## src/rtl/rttpto_pkg.sv

```systemverilog
// shared types and constants of the rtt estimator
`default_nettype none
package rttpto_pkg;

  // field widths
  localparam int RTT_W     = 24;
  localparam int DELAY_W   = 24;
  localparam int SHIFT_W   = 4;
  localparam int PTO_W     = 32;
  localparam int PMAD_W    = 14;

  // timer granularity in ms
  localparam int TIMER_GRANULARITY = 1;

  // spread = 4 * variance, then shifted by the backoff
  localparam int SPREAD_W  = RTT_W + 2;
  localparam int SHIFT_MAX = (1 << SHIFT_W) - 1;
  localparam int WIDE_W    = SPREAD_W + SHIFT_MAX + 2;

  localparam logic [SPREAD_W-1:0] GRAN = SPREAD_W'(TIMER_GRANULARITY);

  // configuration port
  localparam int APB_ADDR_W = 3;
  localparam int APB_DATA_W = 32;
  localparam logic REG_PEER_MAX_ACK_DELAY = 1'b0;
  localparam logic [PMAD_W-1:0] PMAD_RESET = PMAD_W'(25);

  // estimator state handed to the timeout stage
  typedef struct packed {
    logic [RTT_W-1:0]   smoothed;
    logic [RTT_W-1:0]   variance;
    logic [RTT_W-1:0]   minimum;
    logic [RTT_W-1:0]   latest;
    logic [SHIFT_W-1:0] shift;
  } est_t;

endpackage
`default_nettype wire

```

## src/rtl/rttpto_if.sv

```systemverilog
// request channels of the rtt estimator: samples in, results out
`default_nettype none
interface rttpto_sample_if;
  logic                              valid;
  logic                              ready;
  logic [rttpto_pkg::RTT_W-1:0]      rtt_sample;
  logic [rttpto_pkg::DELAY_W-1:0]    reported_delay;
  logic [rttpto_pkg::SHIFT_W-1:0]    backoff_exponent;

  modport source (output valid, rtt_sample, reported_delay, backoff_exponent, input ready);
  modport sink (input valid, rtt_sample, reported_delay, backoff_exponent, output ready);
endinterface

interface rttpto_result_if;
  logic                          valid;
  logic                          ready;
  logic [rttpto_pkg::RTT_W-1:0]  smoothed_rtt_out;
  logic [rttpto_pkg::RTT_W-1:0]  rtt_variance_out;
  logic [rttpto_pkg::RTT_W-1:0]  min_rtt_out;
  logic [rttpto_pkg::RTT_W-1:0]  latest_rtt_out;
  logic [rttpto_pkg::PTO_W-1:0]  pto_base_duration;
  logic [rttpto_pkg::PTO_W-1:0]  pto_app_duration;

  modport source (output valid, smoothed_rtt_out, rtt_variance_out, min_rtt_out,
                  latest_rtt_out, pto_base_duration, pto_app_duration, input ready);
  modport sink (input valid, smoothed_rtt_out, rtt_variance_out, min_rtt_out,
                latest_rtt_out, pto_base_duration, pto_app_duration, output ready);
endinterface
`default_nettype wire

```

## src/rtl/rttpto_apb.sv

```systemverilog
// apb register block holding the peer max ack delay
`default_nettype none
module rttpto_apb (
  input  wire logic                                 clk,
  input  wire logic                                 rst,
  input  wire logic                                 psel,
  input  wire logic                                 penable,
  input  wire logic                                 pwrite,
  input  wire logic [rttpto_pkg::APB_ADDR_W-1:0]    paddr,
  input  wire logic [rttpto_pkg::APB_DATA_W-1:0]    pwdata,
  output logic      [rttpto_pkg::APB_DATA_W-1:0]    prdata,
  output logic                                      pready,
  output logic      [rttpto_pkg::PMAD_W-1:0]        peer_max_ack_delay
);

  logic reg_idx;
  logic wr_en;

  // register index is the word address
  assign reg_idx = paddr[2];
  assign pready  = 1'b1;
  assign wr_en   = psel && penable && pwrite && (reg_idx == rttpto_pkg::REG_PEER_MAX_ACK_DELAY);

  // register write
  always_ff @(posedge clk) begin
    if (rst) begin
      peer_max_ack_delay <= rttpto_pkg::PMAD_RESET;
    end else if (wr_en) begin
      peer_max_ack_delay <= pwdata[rttpto_pkg::PMAD_W-1:0];
    end
  end

  // read mux
  always_comb begin
    prdata = '0;
    if (reg_idx == rttpto_pkg::REG_PEER_MAX_ACK_DELAY) begin
      prdata = rttpto_pkg::APB_DATA_W'(peer_max_ack_delay);
    end
  end

endmodule
`default_nettype wire

```

## src/rtl/rttpto_update.sv

```systemverilog
// input register, rtt state and filter update
`default_nettype none
module rttpto_update (
  input  wire logic          clk,
  input  wire logic          rst,
  rttpto_sample_if.sink      samples,
  output logic               est_valid,
  input  wire logic          est_ready,
  output rttpto_pkg::est_t   est
);

  localparam int W = rttpto_pkg::RTT_W;

  // estimator state
  logic [W-1:0] min_rtt;
  logic [W-1:0] smoothed_rtt;
  logic [W-1:0] rtt_variance;

  // input register
  logic                           s0_valid;
  logic [W-1:0]                   s0_sample;
  logic [rttpto_pkg::DELAY_W-1:0] s0_delay;
  logic [rttpto_pkg::SHIFT_W-1:0] s0_shift;

  logic s0_ready;
  logic s1_ready;
  logic advance;

  logic [W-1:0]   min_next;
  logic [W-1:0]   adj;
  logic [W-1:0]   diff;
  logic [W:0]     thresh;
  logic [W+2:0]   var_sum;
  logic [W+2:0]   srtt_sum;
  logic [W-1:0]   var_next;
  logic [W-1:0]   srtt_next;

  // stage handshakes
  assign s1_ready      = !est_valid || est_ready;
  assign s0_ready      = !s0_valid || s1_ready;
  assign samples.ready = s0_ready;
  assign advance       = s0_valid && s1_ready;

  // capture the incoming sample
  always_ff @(posedge clk) begin
    if (rst) begin
      s0_valid <= 1'b0;
    end else if (s0_ready) begin
      s0_valid <= samples.valid;
    end
  end

  always_ff @(posedge clk) begin
    if (samples.valid && s0_ready) begin
      s0_sample <= samples.rtt_sample;
      s0_delay  <= samples.reported_delay;
      s0_shift  <= samples.backoff_exponent;
    end
  end

  // filter update, seeding while the minimum is zero (no sample yet, or a zero sample)
  always_comb begin
    min_next  = min_rtt;
    adj       = s0_sample;
    diff      = '0;
    thresh    = '0;
    var_sum   = '0;
    srtt_sum  = '0;
    var_next  = '0;
    srtt_next = '0;
    if (min_rtt == '0) begin
      min_next  = s0_sample;
      srtt_next = s0_sample;
      var_next  = s0_sample >> 1;
    end else begin
      if (s0_sample < min_rtt) begin
        min_next = s0_sample;
      end
      // ack delay only subtracted when it leaves the sample at or above the minimum
      thresh = {1'b0, min_next} + {1'b0, s0_delay};
      if ((s0_delay != '0) && ({1'b0, s0_sample} >= thresh)) begin
        adj = s0_sample - s0_delay;
      end
      diff      = (smoothed_rtt >= adj) ? (smoothed_rtt - adj) : (adj - smoothed_rtt);
      var_sum   = (W+3)'({rtt_variance, 1'b0}) + (W+3)'(rtt_variance) + (W+3)'(diff);
      srtt_sum  = (W+3)'({smoothed_rtt, 3'b000}) - (W+3)'(smoothed_rtt) + (W+3)'(adj);
      var_next  = var_sum[W+1:2];
      srtt_next = srtt_sum[W+2:3];
    end
  end

  // state update as the item moves on
  always_ff @(posedge clk) begin
    if (rst) begin
      min_rtt      <= '0;
      smoothed_rtt <= '0;
      rtt_variance <= '0;
    end else if (advance) begin
      min_rtt      <= min_next;
      smoothed_rtt <= srtt_next;
      rtt_variance <= var_next;
    end
  end

  // estimate register
  always_ff @(posedge clk) begin
    if (rst) begin
      est_valid <= 1'b0;
    end else if (s1_ready) begin
      est_valid <= s0_valid;
    end
  end

  always_ff @(posedge clk) begin
    if (advance) begin
      est.smoothed <= srtt_next;
      est.variance <= var_next;
      est.minimum  <= min_next;
      est.latest   <= s0_sample;
      est.shift    <= s0_shift;
    end
  end

endmodule
`default_nettype wire

```

## src/rtl/rttpto_pto.sv

```systemverilog
// probe timeout durations and result register
`default_nettype none
module rttpto_pto (
  input  wire logic                               clk,
  input  wire logic                               rst,
  input  wire logic                               est_valid,
  output logic                                    est_ready,
  input  wire rttpto_pkg::est_t                   est,
  input  wire logic [rttpto_pkg::PMAD_W-1:0]      peer_max_ack_delay,
  rttpto_result_if.source                         results
);

  localparam int WW = rttpto_pkg::WIDE_W;
  localparam int PW = rttpto_pkg::PTO_W;

  logic                             out_valid;
  logic [rttpto_pkg::SPREAD_W-1:0]  spread;
  logic [WW-1:0]                    base;
  logic [WW-1:0]                    app;
  logic [PW-1:0]                    base_sat;
  logic [PW-1:0]                    app_sat;

  assign est_ready     = !out_valid || results.ready;
  assign results.valid = out_valid;

  // spread with granularity floor, then the shifted sums
  always_comb begin
    spread = {est.variance, 2'b00};
    if (spread < rttpto_pkg::GRAN) begin
      spread = rttpto_pkg::GRAN;
    end
    base = WW'(est.smoothed) + (WW'(spread) << est.shift);
    app  = base + (WW'(peer_max_ack_delay) << est.shift);
  end

  // saturate to 32 bits
  assign base_sat = (base[WW-1:PW] != '0) ? '1 : base[PW-1:0];
  assign app_sat  = (app[WW-1:PW] != '0) ? '1 : app[PW-1:0];

  // result register
  always_ff @(posedge clk) begin
    if (rst) begin
      out_valid <= 1'b0;
    end else if (est_ready) begin
      out_valid <= est_valid;
    end
  end

  always_ff @(posedge clk) begin
    if (est_valid && est_ready) begin
      results.smoothed_rtt_out  <= est.smoothed;
      results.rtt_variance_out  <= est.variance;
      results.min_rtt_out       <= est.minimum;
      results.latest_rtt_out    <= est.latest;
      results.pto_base_duration <= base_sat;
      results.pto_app_duration  <= app_sat;
    end
  end

endmodule
`default_nettype wire

```

## src/rtl/rtt_estimator_with_pto.sv

```systemverilog
// top level of the quic rtt estimator with probe timeout durations
//
//   port group  | dir | contents
//   samples     | in  | rtt_sample, reported_delay, backoff_exponent (valid/ready)
//   results     | out | srtt, variance, min, latest, pto base and app (valid/ready)
//   apb (p*)    | in  | peer_max_ack_delay at byte address 0
//
// one sample per cycle sustained while results are taken; a result passes the input
// register, the filter update into the estimate register and the timeout sums into
// the result register. the filter state loops through its combinational update
// logic, so samples may follow each other in every cycle. reset clears the rtt state
// to zero (no sample yet) and sets peer_max_ack_delay to 25. a stalled result holds in
// its register while the earlier stages keep filling.
`default_nettype none
module rtt_estimator_with_pto (
  input  wire logic                               clk,
  input  wire logic                               rst,
  rttpto_sample_if.sink                           samples,
  rttpto_result_if.source                         results,
  input  wire logic                               psel,
  input  wire logic                               penable,
  input  wire logic                               pwrite,
  input  wire logic [rttpto_pkg::APB_ADDR_W-1:0]  paddr,
  input  wire logic [rttpto_pkg::APB_DATA_W-1:0]  pwdata,
  output logic      [rttpto_pkg::APB_DATA_W-1:0]  prdata,
  output logic                                    pready
);

  logic [rttpto_pkg::PMAD_W-1:0] peer_max_ack_delay;
  logic                          est_valid;
  logic                          est_ready;
  rttpto_pkg::est_t              est;

  // configuration registers
  rttpto_apb u_apb (
    .clk                (clk),
    .rst                (rst),
    .psel               (psel),
    .penable            (penable),
    .pwrite             (pwrite),
    .paddr              (paddr),
    .pwdata             (pwdata),
    .prdata             (prdata),
    .pready             (pready),
    .peer_max_ack_delay (peer_max_ack_delay)
  );

  // rtt filter
  rttpto_update u_update (
    .clk       (clk),
    .rst       (rst),
    .samples   (samples),
    .est_valid (est_valid),
    .est_ready (est_ready),
    .est       (est)
  );

  // timeout durations
  rttpto_pto u_pto (
    .clk                (clk),
    .rst                (rst),
    .est_valid          (est_valid),
    .est_ready          (est_ready),
    .est                (est),
    .peer_max_ack_delay (peer_max_ack_delay),
    .results            (results)
  );

endmodule
`default_nettype wire

```

## src/flat_wrapper.sv

```systemverilog
// flat-port wrapper written by rule: the top's interface ports become plain ports
module rtt_estimator_with_pto_flat 
  (clk, rst, psel, penable, pwrite, paddr, pwdata, prdata, pready, samples_valid, samples_rtt_sample, samples_reported_delay, samples_backoff_exponent, samples_ready, results_valid, results_smoothed_rtt_out, results_rtt_variance_out, results_min_rtt_out, results_latest_rtt_out, results_pto_base_duration, results_pto_app_duration, results_ready);
  rttpto_sample_if samples_i ();
  rttpto_result_if results_i ();
  input  wire logic clk;
  input  wire logic rst;
  input  wire logic psel;
  input  wire logic penable;
  input  wire logic pwrite;
  input  wire logic [rttpto_pkg::APB_ADDR_W-1:0] paddr;
  input  wire logic [rttpto_pkg::APB_DATA_W-1:0] pwdata;
  output logic      [rttpto_pkg::APB_DATA_W-1:0] prdata;
  output logic pready;
  input wire logic [$bits(samples_i.valid)-1:0] samples_valid;
  input wire logic [$bits(samples_i.rtt_sample)-1:0] samples_rtt_sample;
  input wire logic [$bits(samples_i.reported_delay)-1:0] samples_reported_delay;
  input wire logic [$bits(samples_i.backoff_exponent)-1:0] samples_backoff_exponent;
  output wire logic [$bits(samples_i.ready)-1:0] samples_ready;
  output wire logic [$bits(results_i.valid)-1:0] results_valid;
  output wire logic [$bits(results_i.smoothed_rtt_out)-1:0] results_smoothed_rtt_out;
  output wire logic [$bits(results_i.rtt_variance_out)-1:0] results_rtt_variance_out;
  output wire logic [$bits(results_i.min_rtt_out)-1:0] results_min_rtt_out;
  output wire logic [$bits(results_i.latest_rtt_out)-1:0] results_latest_rtt_out;
  output wire logic [$bits(results_i.pto_base_duration)-1:0] results_pto_base_duration;
  output wire logic [$bits(results_i.pto_app_duration)-1:0] results_pto_app_duration;
  input wire logic [$bits(results_i.ready)-1:0] results_ready;
  assign samples_i.valid = samples_valid;
  assign samples_i.rtt_sample = samples_rtt_sample;
  assign samples_i.reported_delay = samples_reported_delay;
  assign samples_i.backoff_exponent = samples_backoff_exponent;
  assign samples_ready = samples_i.ready;
  assign results_valid = results_i.valid;
  assign results_smoothed_rtt_out = results_i.smoothed_rtt_out;
  assign results_rtt_variance_out = results_i.rtt_variance_out;
  assign results_min_rtt_out = results_i.min_rtt_out;
  assign results_latest_rtt_out = results_i.latest_rtt_out;
  assign results_pto_base_duration = results_i.pto_base_duration;
  assign results_pto_app_duration = results_i.pto_app_duration;
  assign results_i.ready = results_ready;
  rtt_estimator_with_pto u_core (.clk(clk), .rst(rst), .samples(samples_i), .results(results_i), .psel(psel), .penable(penable), .pwrite(pwrite), .paddr(paddr), .pwdata(pwdata), .prdata(prdata), .pready(pready));
endmodule
```

## config.mk

```make
export PLATFORM = sky130hd
export DESIGN_NAME = rtt_estimator_with_pto_flat
export DESIGN_NICKNAME = d
export VERILOG_FILES = /design/src/rtl/rttpto_pkg.sv /design/src/rtl/rttpto_if.sv /design/src/rtl/rttpto_apb.sv /design/src/rtl/rttpto_update.sv /design/src/rtl/rttpto_pto.sv /design/src/rtl/rtt_estimator_with_pto.sv /design/src/flat_wrapper.sv
export SDC_FILE = /design/constraint.sdc
export NUM_CORES = 1
export LEC_CHECK = 0
export ABC_AREA = 1
export BUFFER_PORTS_ARGS = -buffer_cell sky130_fd_sc_hd__buf_2
export CORE_MARGIN = 1
export CORE_UTILIZATION = 57
export DETAILED_ROUTE_END_ITERATION = 10
export PLACE_DENSITY = 0.77
export SETUP_SLACK_MARGIN = 0.2
export SYNTH_ARGS = -nofsm -noshare
export SYNTH_HDL_FRONTEND = slang
export SYNTH_HIERARCHICAL = 1
export SYNTH_SLANG_ARGS = --single-unit
```

## constraint.sdc

```tcl
create_clock -name clk -period 10.5 [get_ports clk]
set_input_delay 1.05 -clock clk [delete_from_list [all_inputs] [get_ports clk]]
set_output_delay 1.05 -clock clk [all_outputs]
set_load 0.005 [all_outputs]
```

Word level (Yosys, flattened, before mapping)

Cells that the tools add are included.

$lt $le $gt $ge: 4
Shift-type cells: 2
Mux-type cells: 10
Add/subtract/negate cells: 10
Bitwise operators: 1
Reduce and logical (&&, ||, !) cells: 17

Operators with widths:

| operator            | count |
|---|---|
| $mux 24             | 8 |
| $sub 24x24->24      | 3 |
| $add 24x43->43      | 1 |
| $add 43x43->43      | 1 |
| $shl 14x4->43       | 1 |
| $shl 26x4->43       | 1 |
| $add 27x24->27      | 1 |
| $sub 27x24->27      | 1 |
| $add 25x24->26      | 1 |
| $add 26x24->26      | 1 |
| $lt 26x1->1 const B | 1 |
| $mux 26             | 1 |
| $add 24x24->25      | 1 |
| $ge 24x25->1        | 1 |
| $ge 24x24->1        | 1 |
| $logic_not 24->1    | 1 |
| $lt 24x24->1        | 1 |
| $reduce_bool 24->1  | 1 |
| $reduce_bool 11->1  | 2 |
| $mux 14             | 1 |
| $logic_and 1x1->1   | 7 |
| $logic_not 1->1     | 3 |
| $logic_or 1x1->1    | 3 |
| $not 1->1           | 1 |

Register bits: 401
Word-level logic and storage cells: 65
Bits of input ports: 94
Output and inout port bits: 195

Logic depth before layout (Yosys ltp)

Word-level depth: 12
Depth in mapped cells: 81
Mapped depth without buffers: 75

Modules after synthesis

The synthesis kept the hierarchy.

Modules (own cells, without submodules):

| module        | times used | cells each | area each (um^2) | seq. area each (um^2) |
|---|---|---|---|---|
| rttpto_update | 1          | 2,299      | 17,925.9         | 6,045.8 |
| rttpto_pto    | 1          | 1,364      | 11,163.2         | 4,824.6 |
| rttpto_apb    | 1          | 142        | 944.7            | 280.3 |

Worst setup path before layout

No wires, ideal clock.

Kind: input-to-reg
From: input results_ready
To: register u_core/u_pto/results.latest_rtt_out[0] (netlist name) (enable)
Required time: 9.768 ns
Setup time: 0.732 ns
Arrival: 8.738 ns
Setup slack: 1.030 ns
Buffers on the path: 0
Stages: 2
Cell sequence: inv_1 a21oi_1

Longest elaborated chain between the ends: 2

RTL lines:

| element                | line               | text |
|---|---|---|
| start: declaration     | flat_wrapper.sv:27 | `input wire logic [$bits(results_i.ready)-1:0] results_ready;` |
| $logic_or 1x1->1       | rttpto_pto.sv:23   | `assign est_ready = !out_valid \|\| results.ready;` |
| $logic_and 1x1->1      | rttpto_pto.sv:50   | `if (est_valid && est_ready) begin` |
| end signal: assignment | rttpto_pto.sv:54   | `results.latest_rtt_out <= est.latest;` |
| end: declaration       | rttpto_if.sv:25    | `latest_rtt_out, pto_base_duration, pto_app_duration, input ready);` |

Every way passes these cells.
A chain may end at the register's enable or synchronous reset.

Worst setup path after layout

From: register u_core.u_update.min_rtt[1]
To: register u_core.u_update.rtt_variance[10]

Longest elaborated chain between the ends: 12
Elaborated cells between the ends (all ways): 15
Those cells by class: 4 x add/sub; 3 x order compare; 6 x mux; 2 x reduce/logical

RTL lines:

| element                                               | line                 | text |
|---|---|---|
| start: declaration                                    | rttpto_update.sv:15  | `logic [W-1:0] min_rtt;` |
| start signal: assignment                              | rttpto_update.sv:99  | `min_rtt <= min_next;` |
| $lt 24x24->1                                          | rttpto_update.sv:76  | `if (s0_sample < min_rtt) begin` |
| $mux 24                                               | rttpto_update.sv:76  |  |
| $mux 24                                               | rttpto_update.sv:71  | `if (min_rtt == '0) begin` |
| $add 24x24->25                                        | rttpto_update.sv:80  | `thresh = {1'b0, min_next} + {1'b0, s0_delay};` |
| $ge 24x25->1                                          | rttpto_update.sv:81  | `if ((s0_delay != '0) && ({1'b0, s0_sample} >= thresh)) begin` |
| $logic_and 1x1->1                                     | rttpto_update.sv:81  |  |
| $mux 24                                               | rttpto_update.sv:81  |  |
| $mux 24                                               | rttpto_update.sv:71  |  |
| $sub 24x24->24 / $ge 24x24->1 (equally long branches) | rttpto_update.sv:84  | `diff = (smoothed_rtt >= adj) ? (smoothed_rtt - adj) : (adj - smoothed_rtt);` |
| $mux 24                                               | rttpto_update.sv:84  |  |
| $add 26x24->26                                        | rttpto_update.sv:85  | `var_sum = (W+3)'({rtt_variance, 1'b0}) + (W+3)'(rtt_variance) + (W+3)'(diff);` |
| $mux 24 *                                             | rttpto_update.sv:71  |  |
| via u_core.u_update.var_next[10]                      | rttpto_update.sv:35  | `logic [W-1:0] var_next;` |
| end signal: assignment                                | rttpto_update.sv:101 | `rtt_variance <= var_next;` |
| end: declaration                                      | rttpto_update.sv:17  | `logic [W-1:0] rtt_variance;` |

Mark *: on every way through the listed nets, which the timed path passes. The rest lies on a longest branch. The select of a mux whose other input is x is not followed.

==> impl_metrics.env <==
export IMPL_status="completed"
export IMPL_diodes=0
export IMPL_period_needed_ns=9.67
export IMPL_grt_use_total=0.319
export IMPL_netlist_area_um2=30000
export IMPL_synth_edf_count=312
export IMPL_max_freq_mhz=103
export IMPL_cts_tree="yes"
export IMPL_slew_viol_final=0
export IMPL_ioPinCount=289
export IMPL_worstMarginPinSlew_ns=1.15
export IMPL_worst_ep_required_time_ns=10.99
export IMPL_finalCritPeriodShare=0.921
export IMPL_hold_ws_ns=0.408
export IMPL_endpoint="u_core/u_update/rtt_variance[10]"
export IMPL_finalHoldViolCount=0
export IMPL_route_detailed_drc=0
export IMPL_setup_viol=0
export IMPL_viasPerCell=5.67
export IMPL_die_area_um2=53600
export IMPL_drive_above_1_share=0.155
export IMPL_chipHeight_um=232
export IMPL_synth_distinct_cells=65
export IMPL_peakVddDrop_mv=0.246
export IMPL_ctsHtreeMaxLevel=2
export IMPL_gp_congestion=1.00
export IMPL_cp_start_kind="flip-flop"
export IMPL_nNetsFinal=4448
export IMPL_avgSynthCellArea_um2=7.89
export IMPL_yosys_area_share_simple=0.226
export IMPL_worst_clock_skew_ns=0.0199
export IMPL_slew_limit_headroom=0.226
export IMPL_setup_tns_final_ns=0
export IMPL_root_buffer="clkbuf_16"
export IMPL_switching_share=0.507
export IMPL_startpoint="u_core/u_update/min_rtt[1]"
export IMPL_ff2ff_path_depth=70
export IMPL_synthAdderAreaFrac=0.135
export IMPL_via_count=27100
export IMPL_pre_cts_ws_ns=0.150
export IMPL_reg2reg_from="u_core/u_update/min_rtt[1]"
export IMPL_clkTransAtPathRegs_ns=0.07
export IMPL_crit_type="flip-flop to flip-flop"
export IMPL_ant_nets=0
export IMPL_start_util=0.581
export IMPL_worst_slack_ns=0.830
export IMPL_clock_path_buffers=3
export IMPL_clockPowerShare=0.130
export IMPL_antenna_found_initial=2
export IMPL_grt_start_max_net_pins=87
export IMPL_die_w_um=232
export IMPL_r2r_setup_slack_ns=0.83
export IMPL_rsz0062_at_grt="no"
export IMPL_rows=83
export IMPL_critical_path_buf_inv_count=9
export IMPL_total_power_uw=12300
export IMPL_ys_warn_count=6
export IMPL_critPathCaptureType="flip-flop"
export IMPL_muxShareOfSynthArea=0.00267
export IMPL_cellPowerDensity_nw_per_um2=358
export IMPL_drtIter0Drc=2444
export IMPL_hold_path_class="flip-flop to flip-flop"
export IMPL_synthCells=3805
export IMPL_synth_xor_area_frac=0.0362
export IMPL_crit_family="simple AND/OR/NAND/NOR gates"
export IMPL_hold_buffers=0
export IMPL_port_buffer_count=249
export IMPL_synth_compound_area_frac=0.137
export IMPL_r2r_end="u_core/u_update/rtt_variance[10]"
export IMPL_pwr_share_seq=0.199
export IMPL_yosys_area_top_type="edfxtp_1"
export IMPL_synth_top_cell_area_share=0.312
export IMPL_synth_async_reset_ratio=0
export IMPL_overflow=0
export IMPL_arrival_ns=10.16
export IMPL_synth_ff_type="edfxtp_1"
export IMPL_dp_hpwl_um=68200
export IMPL_synth_top_family_by_area="simple AND/OR/NAND/NOR gates"
export IMPL_cts_made_buffers=44
export IMPL_cp_slowest_stage_delay_ns=0.51
export IMPL_cts_sinks=401
export IMPL_cpMostUsedCell="nand2_1"
export IMPL_critPathMaxFanout=30
export IMPL_first_pass_iters=9
export IMPL_cap_viol_max_count=0
export IMPL_clkLatencyLatePin_ns=0.60
export IMPL_area_delta_synth_final_pct=13.9
export IMPL_core_um2=51700
export IMPL_routed_wl_um=87000
export IMPL_p_int_uw=6050
export IMPL_combPwrFrac=0.671
export IMPL_synth_top_cells_by_area="edfxtp_1, nand2_1, ha_1"
export IMPL_p_sw_uw=6210
export IMPL_worst_path_stages=70
export IMPL_grt_pass1_wl_um=133000
export IMPL_cp_slowest_cell="fa_1"
export IMPL_ys_ff_latch=401
export IMPL_p_leak_uw=0.0160
export IMPL_wire_per_inst_um=18.2
export IMPL_grt_pass1_vias=24900
export IMPL_utilization=0.661
export IMPL_ys_seq_area_frac=0.371
routing by layer:
metal / global-route usage / share of wire
met1: 0.423 / 0.43
met2: 0.518 / 0.45
met3: 0.0416 / 0.073
met4: 0.147 / 0.046
met5: 0 / 0
layout by cell type (no fill, tap or decap), types with 6 or more instances in the layout:
| cell | instances |
|---|---|
| a211oi_1 | 7 |
| a21o_1 | 18 |
| a21oi_1 | 272 |
| a21oi_2 | 17 |
| a31oi_1 | 27 |
| buf_2 | 249 |
| buf_4 | 66 |
| clkbuf_1 | 10 |
| clkbuf_16 | 45 |
| clkinv_2 | 8 |
| conb_1 | 19 |
| dfxtp_1 | 89 |
| edfxtp_1 | 312 |
| fa_1 | 49 |
| ha_1 | 221 |
| ha_4 | 15 |
| inv_1 | 520 |
| inv_2 | 19 |
| mux2i_1 | 8 |
| nand2_1 | 846 |
| nand2_2 | 31 |
| nand3_1 | 221 |
| nand3_2 | 38 |
| nand4_1 | 43 |
| nor2_1 | 254 |
| nor2_2 | 31 |
| nor2_4 | 6 |
| nor3_1 | 18 |
| nor4_1 | 14 |
| o211ai_1 | 7 |
| o21ai_0 | 259 |
| o21ai_1 | 65 |
| o21ai_2 | 23 |
| o21bai_1 | 12 |
| or2_2 | 19 |
| xnor2_1 | 54 |
| xor2_1 | 70 |
metrics by stage:
step | std cells | instance area [µm²]
6_report | 4777 | 34200
5_1_grt | 4777 | 34200
4_1_cts | 4771 | 33600
3_5_place_dp | 4689 | 32100
3_3_place_gp | 4689 | 32100
2_1_floorplan | 3822 | 30100
cell families (layout without fill, tap and decap cells):
logic type / Yosys count / count (layout)
flops: 401 / 401
fa+ha+maj: 293 / 293
xor+xnor: 124 / 124
mux: 8 / 8
buf+inv: 672 / 947
other cells: 2 / 19
simple gates: 1548 / 1548
compound gates: 757 / 757
flip-flops by register name (all words and copies together) (netlist names), 4 cells and up:
| signal | cells |
|---|---|
| u_core/u_update/est | 100 |
| u_core/u_pto/results.pto_base_duration | 32 |
| u_core/u_update/s0_delay | 24 |
| u_core/u_update/rtt_variance | 24 |
| u_core/u_update/min_rtt | 24 |
| u_core/u_apb/peer_max_ack_delay | 14 |
| u_core/u_update/s0_shift | 4 |
| u_core/u_pto/results.latest_rtt_out | 24 |
| u_core/u_update/s0_sample | 24 |
| u_core/u_pto/results.smoothed_rtt_out | 24 |
| u_core/u_update/smoothed_rtt | 24 |
| u_core/u_pto/results.pto_app_duration | 32 |
| u_core/u_pto/results.min_rtt_out | 24 |
| u_core/u_pto/results.rtt_variance_out | 24 |
cell usage after synthesis, types with 24 or more instances:
cell type  instances
a21oi_1          288
a31oi_1           29
buf_4             27
clkbuf_1          60
dfxtp_1           89
edfxtp_1         312
fa_1              52
ha_1             241
inv_1            531
nand2_1          860
nand3_1          225
nand3_2           34
nand4_1           43
nor2_1           262
nor2_2            24
o21ai_0          292
o21ai_1           57
xnor2_1           54
xor2_1            70
how the worst min path moves through the flow:
stage                                start                                       to  slack [ns]  cells after the start
2_1_floorplan       u_core/u_update/est[4]   u_core/u_pto/results.latest_rtt_out[0]        0.40                      0
3_3_place_gp       u_core/u_update/est[24]  u_core/u_pto/results.latest_rtt_out[20]        0.40                      0
3_5_place_dp       u_core/u_update/est[26]  u_core/u_pto/results.latest_rtt_out[22]        0.40                      0
4_1_cts        u_core/u_update/s0_shift[1]                   u_core/u_update/est[1]        0.41                      0
5_1_grt        u_core/u_update/s0_shift[0]                   u_core/u_update/est[0]        0.42                      0
6_report       u_core/u_update/s0_shift[0]                   u_core/u_update/est[0]        0.41                      0
power groups by stage:
stage / Sequential, µW / Clock (µW) / Combinational [µW]
after CTS: 2440 / 1610 / 7660
final: 2440 / 1590 / 8220
after floorplan: 2390 / 0 / 5620
after detailed placement: 2470 / 0 / 7590
after global routing: 2470 / 1670 / 9160
after global placement: 2460 / 0 / 7480
layout make-up:
type	instances	area [µm²]
clock inverters	25	310
multi-input cells	2749	16800
repair buffers	322	1870
flip-flops and latches	401	11200
inverters	543	2050
fillers	4441	17500
clock buffers	57	1180
well taps	680	851
repair_timing:
action,CTS,global route
setup endpoints to repair,6,40
hold endpoints to repair,0,0
cloned,0,1
setup buffers,0,5
pin swaps,0,30
resized for setup,6,166
No activity file was read; power rests on OpenSTA's default activity.
